==> src/hw/rtl/uart_line_editor_macros.svh <==
// Assertion helpers for the line editor
`ifndef UART_LINE_EDITOR_MACROS_SVH
`define UART_LINE_EDITOR_MACROS_SVH

`ifndef SYNTHESIS

`define ULE_ASSERT_SAME(lbl, ante, cons) \
  lbl: assert property (@(posedge clk) disable iff (rst) (ante) |-> (cons)) \
    else $error("assertion failed");

`define ULE_ASSERT_NEXT(lbl, ante, cons) \
  lbl: assert property (@(posedge clk) disable iff (rst) (ante) |=> (cons)) \
    else $error("assertion failed");

`else

`define ULE_ASSERT_SAME(lbl, ante, cons)
`define ULE_ASSERT_NEXT(lbl, ante, cons)

`endif

`endif

==> src/hw/rtl/ule_pkg.sv <==
`timescale 1ns / 1ps

package ule_pkg;

  localparam int LINE_DEPTH = 32;
  localparam int ADDR_W     = $clog2(LINE_DEPTH);
  localparam int FILL_W     = ADDR_W;
  localparam int LEN_W      = 5;
  localparam int BYTE_W     = 8;
  localparam int TDATA_W    = 16;
  localparam int QDEPTH     = 2;
  localparam int QPTR_W     = $clog2(QDEPTH);

  localparam logic [7:0] CH_BS  = 8'h08;
  localparam logic [7:0] CH_DEL = 8'h7F;
  localparam logic [7:0] CH_CR  = 8'h0D;
  localparam logic [7:0] CH_LF  = 8'h0A;
  localparam logic [7:0] CH_SP  = 8'h20;

  typedef enum logic [1:0] {
    KIND_ECHO  = 2'd0,
    KIND_LINE  = 2'd1,
    KIND_EMPTY = 2'd2,
    KIND_OVF   = 2'd3
  } kind_t;

  typedef enum logic [1:0] {
    OP_ECHO,
    OP_BS,
    OP_CR,
    OP_OVF
  } op_t;

  typedef enum logic [2:0] {
    BK_IDLE,
    BK_PRE,
    BK_READ,
    BK_LINE,
    BK_TAIL
  } bk_state_t;

  typedef struct packed {
    op_t               op;
    logic [BYTE_W-1:0] data;
    logic              echo;
    logic [FILL_W-1:0] len;
  } cmd_t;

  typedef struct packed {
    logic full;
    logic empty;
  } q_stat_t;

  function automatic logic [1:0] pre_len(op_t op, logic echo);
    logic [1:0] n;
    unique case (op)
      OP_ECHO: n = 2'd1;
      OP_BS:   n = 2'd3;
      OP_CR:   n = echo ? 2'd3 : 2'd0;
      OP_OVF:  n = echo ? 2'd3 : 2'd0;
      default: n = 2'd0;
    endcase
    return n;
  endfunction

  function automatic logic [7:0] pre_char(op_t op, logic [1:0] step, logic [7:0] b);
    logic [7:0] c;
    c = b;
    if (op == OP_BS) begin
      c = (step == 2'd1) ? CH_SP : CH_BS;
    end else if (step == 2'd0) begin
      c = (op == OP_CR) ? CH_CR : b;
    end else if (step == 2'd1) begin
      c = CH_LF;
    end else begin
      c = CH_CR;
    end
    return c;
  endfunction

endpackage

==> src/hw/rtl/ule_ram.sv <==
`timescale 1ns / 1ps

module ule_ram #(
  parameter int WIDTH = 8,
  parameter int DEPTH = 32
) (
  input  logic                     clk,
  input  logic                     we,
  input  logic [$clog2(DEPTH)-1:0] waddr,
  input  logic [WIDTH-1:0]         wdata,
  input  logic                     re,
  input  logic [$clog2(DEPTH)-1:0] raddr,
  output logic [WIDTH-1:0]         rdata
);

  logic [WIDTH-1:0] mem [DEPTH];

  always_ff @(posedge clk) begin
    if (we) begin
      mem[waddr] <= wdata;
    end
    if (re) begin
      rdata <= mem[raddr];
    end
  end

endmodule

==> src/hw/rtl/ule_front.sv <==
`timescale 1ns / 1ps

module ule_front (
  input  logic                       clk,
  input  logic                       rst,
  input  logic                       cfg_wr_en,
  input  logic                       cfg_wr_data,
  input  logic                       s_tvalid,
  output logic                       s_tready,
  input  logic [7:0]                 s_tdata,
  input  ule_pkg::q_stat_t           q_stat,
  output logic                       push,
  output ule_pkg::cmd_t              push_cmd,
  input  logic                       line_done,
  output logic                       ram_we,
  output logic [ule_pkg::ADDR_W-1:0] ram_waddr,
  output logic [7:0]                 ram_wdata
);
  import ule_pkg::*;

  logic              echo;
  logic              busy;
  logic              busy_next;
  logic [FILL_W-1:0] fill;
  logic [FILL_W-1:0] fill_next;
  logic [FILL_W:0]   fill_inc;
  logic              accept;

  assign s_tready  = !busy && !q_stat.full;
  assign accept    = s_tvalid && s_tready;
  assign fill_inc  = {1'b0, fill} + 1'b1;
  assign ram_waddr = ADDR_W'(fill);
  assign ram_wdata = s_tdata;

  always_comb begin
    push          = 1'b0;
    push_cmd.op   = OP_ECHO;
    push_cmd.data = s_tdata;
    push_cmd.echo = echo;
    push_cmd.len  = fill;
    ram_we        = 1'b0;
    fill_next     = fill;
    busy_next     = busy && !line_done;
    if (accept) begin
      if (echo && (s_tdata == CH_BS || s_tdata == CH_DEL)) begin
        push        = 1'b1;
        push_cmd.op = OP_BS;
        if (fill != '0) begin
          fill_next = fill - 1'b1;
        end
      end else if (s_tdata == CH_CR) begin
        push        = 1'b1;
        push_cmd.op = OP_CR;
        fill_next   = '0;
        busy_next   = 1'b1;
      end else begin
        ram_we = 1'b1;
        if (fill_inc >= (FILL_W+1)'(LINE_DEPTH - 1)) begin
          push        = 1'b1;
          push_cmd.op = OP_OVF;
          fill_next   = '0;
        end else begin
          push      = echo;
          fill_next = fill_inc[FILL_W-1:0];
        end
      end
    end
  end

  always_ff @(posedge clk) begin
    if (rst) begin
      echo <= 1'b0;
      busy <= 1'b0;
      fill <= '0;
    end else begin
      if (cfg_wr_en) begin
        echo <= cfg_wr_data;
      end
      busy <= busy_next;
      fill <= fill_next;
    end
  end

endmodule

==> src/hw/rtl/ule_queue.sv <==
`timescale 1ns / 1ps

module ule_queue (
  input  logic              clk,
  input  logic              rst,
  input  logic              push,
  input  ule_pkg::cmd_t     push_cmd,
  input  logic              pop,
  output ule_pkg::cmd_t     head,
  output ule_pkg::q_stat_t  q_stat
);
  import ule_pkg::*;

  cmd_t              slots [QDEPTH];
  logic [QPTR_W-1:0] wr_ptr;
  logic [QPTR_W-1:0] rd_ptr;
  logic [QPTR_W:0]   count;

  assign head         = slots[rd_ptr];
  assign q_stat.full  = (count == (QPTR_W+1)'(QDEPTH));
  assign q_stat.empty = (count == '0);

  always_ff @(posedge clk) begin
    if (push) begin
      slots[wr_ptr] <= push_cmd;
    end
  end

  always_ff @(posedge clk) begin
    if (rst) begin
      wr_ptr <= '0;
      rd_ptr <= '0;
      count  <= '0;
    end else begin
      if (push) begin
        wr_ptr <= wr_ptr + 1'b1;
      end
      if (pop) begin
        rd_ptr <= rd_ptr + 1'b1;
      end
      case ({push, pop})
        2'b10:   count <= count + 1'b1;
        2'b01:   count <= count - 1'b1;
        default: count <= count;
      endcase
    end
  end

endmodule

==> src/hw/rtl/ule_back.sv <==
`timescale 1ns / 1ps

module ule_back (
  input  logic                       clk,
  input  logic                       rst,
  input  ule_pkg::q_stat_t           q_stat,
  input  ule_pkg::cmd_t              head,
  output logic                       pop,
  output logic                       line_done,
  output logic                       ram_re,
  output logic [ule_pkg::ADDR_W-1:0] ram_raddr,
  input  logic [7:0]                 ram_rdata,
  output logic                       m_tvalid,
  input  logic                       m_tready,
  output logic [15:0]                m_tdata,
  output logic [1:0]                 m_tuser,
  output logic                       m_tlast
);
  import ule_pkg::*;

  bk_state_t         state;
  bk_state_t         state_next;
  cmd_t              cmd;
  cmd_t              cmd_next;
  logic [1:0]        step;
  logic [1:0]        step_next;
  logic [ADDR_W-1:0] idx;
  logic [ADDR_W-1:0] idx_next;
  logic              out_free;
  logic              emit;
  kind_t             e_kind;
  logic [7:0]        e_data;
  logic [LEN_W-1:0]  e_len;
  logic              e_last;
  logic [1:0]        plen;
  bk_state_t         after_pre;

  assign out_free  = !m_tvalid || m_tready;
  assign plen      = pre_len(cmd.op, cmd.echo);
  assign after_pre = (cmd.op == OP_CR && cmd.len != '0) ? BK_READ : BK_TAIL;

  always_comb begin
    state_next = state;
    cmd_next   = cmd;
    step_next  = step;
    idx_next   = idx;
    pop        = 1'b0;
    line_done  = 1'b0;
    ram_re     = 1'b0;
    ram_raddr  = idx;
    emit       = 1'b0;
    e_kind     = KIND_ECHO;
    e_data     = '0;
    e_len      = '0;
    e_last     = 1'b0;
    unique case (state)
      BK_IDLE: begin
        if (!q_stat.empty) begin
          pop       = 1'b1;
          cmd_next  = head;
          step_next = '0;
          idx_next  = '0;
          if (pre_len(head.op, head.echo) != 2'd0) begin
            state_next = BK_PRE;
          end else if (head.op == OP_CR && head.len != '0) begin
            state_next = BK_READ;
          end else begin
            state_next = BK_TAIL;
          end
        end
      end
      BK_PRE: begin
        e_kind = KIND_ECHO;
        e_data = pre_char(cmd.op, step, cmd.data);
        e_last = (step == plen - 2'd1) && (cmd.op == OP_BS || cmd.op == OP_ECHO);
        if (out_free) begin
          emit = 1'b1;
          if (step == plen - 2'd1) begin
            if (cmd.op == OP_BS || cmd.op == OP_ECHO) begin
              state_next = BK_IDLE;
            end else begin
              state_next = after_pre;
            end
          end else begin
            step_next = step + 2'd1;
          end
        end
      end
      BK_READ: begin
        ram_re     = 1'b1;
        state_next = BK_LINE;
      end
      BK_LINE: begin
        e_kind = KIND_LINE;
        e_data = ram_rdata;
        e_len  = LEN_W'(cmd.len);
        e_last = (idx == ADDR_W'(cmd.len - 1'b1));
        if (out_free) begin
          emit     = 1'b1;
          idx_next = idx + 1'b1;
          if (e_last) begin
            line_done  = 1'b1;
            state_next = BK_IDLE;
          end else begin
            state_next = BK_READ;
          end
        end
      end
      BK_TAIL: begin
        e_kind = (cmd.op == OP_CR) ? KIND_EMPTY : KIND_OVF;
        e_last = 1'b1;
        if (out_free) begin
          emit       = 1'b1;
          line_done  = (cmd.op == OP_CR);
          state_next = BK_IDLE;
        end
      end
      default: begin
        state_next = BK_IDLE;
      end
    endcase
  end

  always_ff @(posedge clk) begin
    if (rst) begin
      state    <= BK_IDLE;
      m_tvalid <= 1'b0;
    end else begin
      state <= state_next;
      if (emit) begin
        m_tvalid <= 1'b1;
      end else if (m_tready) begin
        m_tvalid <= 1'b0;
      end
    end
  end

  always_ff @(posedge clk) begin
    cmd  <= cmd_next;
    step <= step_next;
    idx  <= idx_next;
    if (emit) begin
      m_tdata <= {{(TDATA_W - BYTE_W - LEN_W){1'b0}}, e_len, e_data};
      m_tuser <= e_kind;
      m_tlast <= e_last;
    end
  end

endmodule

==> src/hw/rtl/uart_line_editor.sv <==
`timescale 1ns / 1ps
// Console line editor.
// Input stream s_*: one received byte per word. Output stream m_*: echo words
// for the transmitter (kind echo), then the line words for the command decoder
// (kind line, tlast on the final one), a single empty-line word, or an
// overflow word. tlast marks the final word caused by each received byte.
// cfg_wr_en/cfg_wr_data set echo_enable; write it only while the block is idle.
// The first word of a received byte passes through the command queue and the
// back end's command register before it is loaded into the output register.
// The echo words of a byte leave at one per cycle while the output is free; each
// line word waits for its byte to be read from the line store (registered read
// port) before it is sent. Plain bytes are taken one per cycle while the
// two-entry command queue has room; after a carriage return no byte is taken
// until the last line word or the empty-line word has been loaded into the
// output register.
// Reset: echo off, fill count zero, queue empty, no output word pending; the
// line store is not cleared. A stalled receiver holds the output register,
// the back end waits, the queue fills and s_tready drops.
module uart_line_editor (
  input  logic        clk,
  input  logic        rst,
  input  logic        cfg_wr_en,
  input  logic        cfg_wr_data,  // echo_enable
  input  logic        s_tvalid,
  output logic        s_tready,
  input  logic [7:0]  s_tdata,      // [7:0] rx_byte
  output logic        m_tvalid,
  input  logic        m_tready,
  output logic [15:0] m_tdata,      // [7:0] data_byte, [12:8] line_length, rest zero
  output logic [1:0]  m_tuser,      // [1:0] kind
  output logic        m_tlast       // last
);
  import ule_pkg::*;

`include "uart_line_editor_macros.svh"

  q_stat_t           q_stat;
  logic              push;
  cmd_t              push_cmd;
  logic              pop;
  cmd_t              head;
  logic              line_done;
  logic              ram_we;
  logic [ADDR_W-1:0] ram_waddr;
  logic [7:0]        ram_wdata;
  logic              ram_re;
  logic [ADDR_W-1:0] ram_raddr;
  logic [7:0]        ram_rdata;

  ule_front u_front (
    .clk         (clk),
    .rst         (rst),
    .cfg_wr_en   (cfg_wr_en),
    .cfg_wr_data (cfg_wr_data),
    .s_tvalid    (s_tvalid),
    .s_tready    (s_tready),
    .s_tdata     (s_tdata),
    .q_stat      (q_stat),
    .push        (push),
    .push_cmd    (push_cmd),
    .line_done   (line_done),
    .ram_we      (ram_we),
    .ram_waddr   (ram_waddr),
    .ram_wdata   (ram_wdata)
  );

  ule_queue u_queue (
    .clk      (clk),
    .rst      (rst),
    .push     (push),
    .push_cmd (push_cmd),
    .pop      (pop),
    .head     (head),
    .q_stat   (q_stat)
  );

  ule_ram #(
    .WIDTH (BYTE_W),
    .DEPTH (LINE_DEPTH)
  ) u_store (
    .clk   (clk),
    .we    (ram_we),
    .waddr (ram_waddr),
    .wdata (ram_wdata),
    .re    (ram_re),
    .raddr (ram_raddr),
    .rdata (ram_rdata)
  );

  ule_back u_back (
    .clk       (clk),
    .rst       (rst),
    .q_stat    (q_stat),
    .head      (head),
    .pop       (pop),
    .line_done (line_done),
    .ram_re    (ram_re),
    .ram_raddr (ram_raddr),
    .ram_rdata (ram_rdata),
    .m_tvalid  (m_tvalid),
    .m_tready  (m_tready),
    .m_tdata   (m_tdata),
    .m_tuser   (m_tuser),
    .m_tlast   (m_tlast)
  );

  `ULE_ASSERT_NEXT(a_cr_blocks_input, s_tvalid && s_tready && s_tdata == CH_CR, !s_tready)
  `ULE_ASSERT_SAME(a_line_has_length, m_tvalid && m_tuser == KIND_LINE, m_tdata[12:8] != 5'd0)
  `ULE_ASSERT_SAME(a_tail_is_last, m_tvalid && (m_tuser == KIND_EMPTY || m_tuser == KIND_OVF), m_tlast && m_tdata == 16'd0)
  `ULE_ASSERT_SAME(a_no_push_when_full, push, !q_stat.full || pop)

endmodule
==> config.mk <==
export PLATFORM = sky130hd
export DESIGN_NAME = uart_line_editor
export DESIGN_NICKNAME = d
export VERILOG_FILES = /design/src/hw/rtl/ule_pkg.sv /design/src/hw/rtl/ule_ram.sv /design/src/hw/rtl/ule_front.sv /design/src/hw/rtl/ule_queue.sv /design/src/hw/rtl/ule_back.sv /design/src/hw/rtl/uart_line_editor.sv
export VERILOG_INCLUDE_DIRS = /design/src /design/src/hw/rtl
export SDC_FILE = /design/constraint.sdc
export NUM_CORES = 1
export LEC_CHECK = 0
export ABC_AREA = 1
export BUFFER_PORTS_ARGS = -buffer_cell sky130_fd_sc_hd__buf_2
export CAP_MARGIN = 20
export CORE_MARGIN = 2
export CORE_UTILIZATION = 40
export CTS_BUF_LIST = sky130_fd_sc_hd__clkbuf_8
export DETAILED_ROUTE_END_ITERATION = 16
export GPL_ROUTABILITY_DRIVEN = 0
export PLACE_DENSITY = 0.67
export SETUP_SLACK_MARGIN = 0.02
export SLEW_MARGIN = 20
export SYNTH_ARGS = -nofsm -noshare
export SYNTH_HDL_FRONTEND = slang
export SYNTH_SLANG_ARGS = --single-unit
==> constraint.sdc <==
create_clock -name clk -period 2.59 [get_ports clk]
set_input_delay 0.3885 -clock clk [delete_from_list [all_inputs] [get_ports clk]]
set_output_delay 0.3885 -clock clk [all_outputs]
set_load 0.1 [all_outputs]
==> flow_summary.json, run 1 <==
{
  "cp-start-kind": "register",
  "crit_arrival_ps": 2790,
  "wl_um": 34600,
  "syn_inst": 1232,
  "cts.sinks": 351,
  "grtUsageMet1_pct": 24.5,
  "viasPerCell": 5.35,
  "synthFlopType": "edfxtp_1",
  "p_leak_uw": 0.00589,
  "clockBufferDepth": 3,
  "fillers": 3249,
  "most-common-layout-cells": "edfxtp_1, nor2_1, nand2_1",
  "layout_min_cycle_time_ps": 2330,
  "cpMaxStageDelayCell": "dfxtp_1",
  "h-tree-depth": 2,
  "grt_pass1_vias": 9535,
  "die_h_um": 195,
  "synth_seq_cells": 351,
  "avgSynthCellArea_um2": 11.9,
  "grt.busiest_layer": "met2",
  "drt_iter0_markers": 981,
  "grt_usage_pct": 18.2,
  "clk_latency_ps": 600,
  "end_kind": "register",
  "synthDistinctLibCells": 41,
  "cts_tree": "done",
  "hold_path.class": "input port to register",
  "crit_buf_inv": 0,
  "ir_worst_vdd_uv": 629,
  "setup_tns_ps": 0,
  "antenna_left": 0,
  "synth_area_leader_cell": "edfxtp_1",
  "ys_seq_area_share_pct": 71.1,
  "num-nets-final": 1344,
  "area_delta_synth_final_pct": 12.4,
  "post_cts_buffers": 0,
  "root_buffer": "clkbuf_8",
  "drive_above_1_share_pct": 12.9,
  "crit_required_ps": 3050,
  "period_share_pct": 89.8,
  "antenna_cells": 0,
  "wl_per_cell_um": 19.0,
  "relSlewSlack_pct": 46.8,
  "finClkSkew_ps": 29.1,
  "finalHoldViolations": 0,
  "dr.pass1.iters": 7,
  "critPathMaxStageDelay_ps": 580,
  "ys_top_cells_by_area": "edfxtp_1, nor2_1, o21ai_0",
  "final_common_cell": "edfxtp_1",
  "design_power_total_uw": 17400,
  "path_cells": "nand2_1 > nor2_1 > nand3_1 > nand4_1 > nand2_1 > ha_1 > a21oi_1 > o21ai_0 > o21ai_0 > a21oi_1",
  "cap_violations": 0,
  "setup_violations": 0,
  "grtUsageMet3_pct": 3.04,
  "grt_util_met2_pct": 29.5,
  "p_per_area_nw_per_um2": 1060,
  "netlist_area_um2": 14600,
  "cts_buffers": 54,
  "rsz0062_at_grt": "false",
  "worst_pin_slew_ps": 795,
  "synth_top_area_share_pct": 68.9,
  "criticalPathCategory": "register to register",
  "routed-via-count": 9750,
  "dp_hpwl_um": 22200,
  "crit_family": "simple AND/OR/NAND/NOR gates",
  "core-area_um2": 35700,
  "utilization_pct": 45.9,
  "clock.fmax_mhz": 430,
  "maxSlewViolCount": 0,
  "ys_warn_count": 0,
  "async_reset_ff_share_pct": 0,
  "status": "complete, no violations",
  "grt_first_pass_wirelength_um": 53800,
  "ios": 35,
  "place.port_buffers": 31,
  "overflow": 0,
  "rows": 69,
  "drc": 0,
  "die_area_um2": 38100,
  "grt_max_degree": 82,
  "synth_edf_count": 335,
  "worst-path-max-fanout": 11,
  "clk_pin_slew_ps": 60,
  "initial_core_util_pct": 40.9,
  "die_w_um": 195,
  "antenna_found_initial": 0
}
path summary, 6_finish.rpt:
path                                      startpoint               end  slack, ps  cells after the start
worst min-delay path                     cfg_wr_data      u_front.echo         30                      3
worst max-delay path            u_front.ram_waddr[4]  u_queue.count[1]        260                     10
worst max register to register  u_front.ram_waddr[4]  u_queue.count[1]        260                     10
worst min register to register        u_queue.rd_ptr          register        460                      1
routing by layer:
metal | part of all wire (%) | wire, um
met5 | 0 | 0
met1 | 43 | 14800
met2 | 47 | 16200
met4 | 3.3 | 1140
met3 | 7.2 | 2500
per-stage QoR:
step                std cells  setup slack, ps  cell area, um^2  hold WS (ps)
finish                   1822              264            16400          33.7
global route             1822             77.5            16400          28.6
CTS                      1822              264            16400          11.0
detailed placement       1725              204            15500           447
global placement         1725              288            15500           433
floorplan                1234              102            14600           420
sequential cells by signal, indices dropped and copies added, names as in the netlist, 2 cells and up, named ones only:
signal and flops:
u_back.ram_raddr 5, u_back.cmd 16, u_queue.count 2, u_back.step 2, u_back.state 3, u_back.m_tuser 2, u_back.m_tdata 13, u_store.rdata 8
u_queue.slots 32, u_store.mem 256, u_front.ram_waddr 5
cell families (layout without fill, tap and decap cells):
kind of cell | after synthesis | after routing | synth area share, %
AND/OR/NAND/NOR | 470 | 470 | 13.2
flip-flops | 351 | 351 | 71.1
AO/OA/AOI/OAI | 259 | 259 | 9.92
buffers and inverters | 134 | 261 | 4.51
adder cells (fa/ha/maj) | 10 | 10 | 0.857
XOR/XNOR | 7 | 7 | 0.420
other | 1 | 3 | 0.0257
final cells by class:
cell class	instances	area, um^2	share of cell area [%]
inverters	73	279	1.70
clock inverters	42	180	1.10
repair buffers	91	656	3.99
clock buffers	55	757	4.61
multi-input cells	749	3590	21.8
flip-flops and latches	351	10400	63.2
well taps	461	577	3.51
what timing repair did:
item                       in CTS  in global routing
hold buffers                    0                  0
resized for setup               0                  2
setup endpoints to repair       0                  1
power breakdown:
| part | leakage (uW) | total (uW) | switching [uW] | internal, uW |
|---|---|---|---|---|
| Combinational | 0.00216 | 6150 | 4480 | 1670 |
| Clock | 0.000559 | 4050 | 2070 | 1980 |
| Sequential | 0.00317 | 7190 | 304 | 6890 |
| Total | 0.00589 | 17400 | 6860 | 10500 |
worst reg2reg max path, cell delays in order (launching register included):
cell     delay, ps
dfxtp_1        580
nand2_1        100
nor2_1         300
nand3_1        200
nand4_1        180
nand2_1         90
ha_1           300
a21oi_1        110
o21ai_0        110
o21ai_0        180
a21oi_1         60
cell usage after synthesis (9+ instances only):
cell and count:
buf_6 12, o21ai_1 23, ha_1 10, inv_1 65
o22ai_1 33, nand3_1 42, clkbuf_1 18, a21oi_1 24
buf_2 20, o21ai_0 139, nand4_1 17, nand2_1 159
nor2_1 234, dfxtp_1 16, edfxtp_1 335, o211ai_1 28
buf_4 9
Note: power is estimated with default switching activity, not from simulation.
==> run 2, diff against run 1 <==
--- a/config.mk
+++ b/config.mk
@@ -12,6 +12,7 @@
 export CORE_MARGIN = 2
 export CORE_UTILIZATION = 40
 export CTS_BUF_LIST = sky130_fd_sc_hd__clkbuf_8
+export CTS_CLUSTER_DIAMETER = 150
 export DETAILED_ROUTE_END_ITERATION = 16
 export GPL_ROUTABILITY_DRIVEN = 0
 export PLACE_DENSITY = 0.67
@@ -19,4 +20,5 @@
 export SLEW_MARGIN = 20
 export SYNTH_ARGS = -nofsm -noshare
 export SYNTH_HDL_FRONTEND = slang
+export SYNTH_HIERARCHICAL = 1
 export SYNTH_SLANG_ARGS = --single-unit
==> run 2 against run 1 <==
- count of clock-buffer cells in the layout is 1 higher
- die area increased by 4.5%
- hold slack improved by 38 ps
- synthesized cell count rose by 11%
- first-iteration DRC count fell by 0.51%
- critical path type unchanged
- final cell count is 9.3% higher
- worst setup slack got worse by 19 ps
- critical path depth grew 4
- maximum frequency is 0.82% lower
- via count rose by 2.2%
- global-route usage down 0.72 points
- clock power grew 7.9%
==> flow_summary.json, run 2 <==
{
  "drive_above_1_share_pct": 13.9,
  "largest_register_ffs": 256,
  "avgSynthCellArea_um2": 11.2,
  "synth_area_leader_cell": "edfxtp_1",
  "cap_violations": 0,
  "period_share_pct": 90.5,
  "fin_cells": 1992,
  "place.port_buffers": 31,
  "die_w_um": 199,
  "initial_core_util_pct": 40.5,
  "maxSlewViolCount": 0,
  "area_delta_synth_final_pct": 11.6,
  "wl_um": 34100,
  "clockBufferDepth": 3,
  "synthFlopType": "edfxtp_1",
  "antenna_left": 0,
  "ys_seq_area_share_pct": 68.0,
  "dp_hpwl_um": 20900,
  "ir_worst_vdd_uv": 494,
  "ys_top_cells_by_area": "edfxtp_1, nand2_1, nand3_1",
  "synth_seq_cells": 351,
  "cp-start-kind": "register",
  "routed-via-count": 9969,
  "crit_required_ps": 3100,
  "clock.fmax_mhz": 426,
  "viasPerCell": 5.00,
  "ys_top_cells_by_count": "nand2_1, edfxtp_1, nand3_1",
  "antenna_found_initial": 0,
  "crit_buf_inv": 3,
  "core-area_um2": 37700,
  "antenna_cells": 0,
  "cpMaxStageDelayCell": "dfxtp_2",
  "p_leak_uw": 0.00659,
  "syn_inst": 1363,
  "pre_cts_ws_ps": -55.1,
  "grt.busiest_layer": "met2",
  "cts.sinks": 351,
  "finalHoldViolations": 0,
  "h-tree-depth": 2,
  "clk_pin_slew_ps": 60,
  "status": "complete, no violations",
  "setup_violations": 0,
  "num-nets-final": 1460,
  "grt_first_pass_wirelength_um": 53600,
  "most-common-layout-cells": "nand2_1, edfxtp_1, nand3_1",
  "path_cells": "ha_1 > nand3_1 > xor2_1 > nand2_2 > nand3_4 > o21ai_1 > inv_1 > inv_1 > ha_1 > inv_1 > nand2_1 > nor2_1 > nor2_1 > nor2_1",
  "wl_per_cell_um": 17.1,
  "layout_min_cycle_time_ps": 2340,
  "rows": 71,
  "root_buffer": "clkbuf_8",
  "worst-path-max-fanout": 9,
  "dr.pass1.iters": 5,
  "synth_edf_count": 335,
  "die_area_um2": 39800,
  "cts_tree": "done",
  "end_kind": "register",
  "final_cell_area_um2": 17000,
  "grt_pass1_vias": 9756,
  "fin_ws_ps": 245,
  "rsz0062_at_grt": "false",
  "grtUsageMet3_pct": 2.68,
  "crit_arrival_ps": 2860,
  "synthDistinctLibCells": 41,
  "synth_top_area_share_pct": 65.9,
  "p_per_area_nw_per_um2": 1010,
  "grtUsageMet1_pct": 23.7,
  "finClkSkew_ps": 21.4,
  "reg_top3": "u_store/mem x256, u_queue/slots x32, u_back/cmd x16",
  "grt_util_met2_pct": 28.6,
  "clk_latency_ps": 590,
  "dpl-instance-area_um2": 16000,
  "overflow": 0,
  "final_common_cell": "nand2_1",
  "die_h_um": 199,
  "yosysMostFrequentCell": "nand2_1",
  "drc": 0,
  "crit_family": "simple AND/OR/NAND/NOR gates",
  "cts_buffers": 55,
  "grt_usage_pct": 17.5,
  "relSlewSlack_pct": 59.9,
  "ys_warn_count": 6,
  "async_reset_ff_share_pct": 0,
  "netlist_area_um2": 15300,
  "utilization_pct": 45.2,
  "regMostFlops": "u_store/mem",
  "dp_cells": 1890,
  "hold_path.class": "input port to register",
  "worst_pin_slew_ps": 600,
  "drt_iter0_markers": 976,
  "ios": 35,
  "critPathMaxStageDelay_ps": 430,
  "post_cts_buffers": 0,
  "grt_max_degree": 69,
  "criticalPathCategory": "register to register"
}
run 2: worst paths after layout:
| check | start | endpoint | slack, ps | cells past startpoint |
|---|---|---|---|---|
| worst max register to register | u_front/ram_waddr[0] | u_queue/count[1] | 250 | 14 |
| worst min register to register | u_front/busy | u_front/busy | 510 | 2 |
| worst max-delay path | u_front/ram_waddr[0] | u_queue/count[1] | 250 | 14 |
| worst min-delay path | cfg_wr_data | u_front/echo | 70 | 3 |
run 2: worst min-delay path, stage by stage:
cell and delay (ps):
buf_2 70, inv_1 40, a21oi_1 110
run 2: where the power goes:
group,leakage (uW),internal (uW),switching [uW]
sequential,0.00318,6820,279
clock,0.000596,2300,2070
combinational,0.00282,1580,4100
total,0.00659,10700,6460
run 2: final cells by class:
class | instances | area, um^2
fillers | 3513 | 20600
flip-flops and latches | 351 | 10400
multi-input cells | 859 | 3990
clock buffers | 56 | 771
repair buffers | 97 | 728
well taps | 511 | 639
inverters | 73 | 275
clock inverters | 45 | 259
run 2: what timing repair did:
| action | in CTS | in global routing |
|---|---|---|
| endpoints found under the hold margin | 1 | 0 |
| hold buffers | 1 | 0 |
| setup endpoints to repair | 0 | 65 |
| gates resized for setup | 0 | 2 |
run 2: per-stage QoR:
step | power [uW] | hold WS, ps | setup TNS [ps]
2_1_floorplan | 11600 | 458 | 0
3_3_place_gp | 12800 | 490 | 0
3_5_place_dp | 12900 | 503 | -1950
4_1_cts | 17200 | 50.6 | 0
5_1_grt | 18100 | 55.2 | 0
6_report | 17200 | 72.2 | 0
run 2: cells by family after synthesis:
group / after synthesis / share of synthesized area [%]
adder cells (fa/ha/maj): 9 / 0.737
buffers and inverters: 155 / 6.06
AND/OR/NAND/NOR: 781 / 21.8
XOR/XNOR: 6 / 0.344
flip-flops: 351 / 68.0
other: 1 / 0.0246
AO/OA/AOI/OAI: 44 / 1.66
multiplexers: 16 / 1.43
run 2: routing by layer:
layer	share of wire, %	routed length (um)
met2	48	16400
met5	0	0
met3	6.0	2050
met4	2.8	960
met1	43	14700
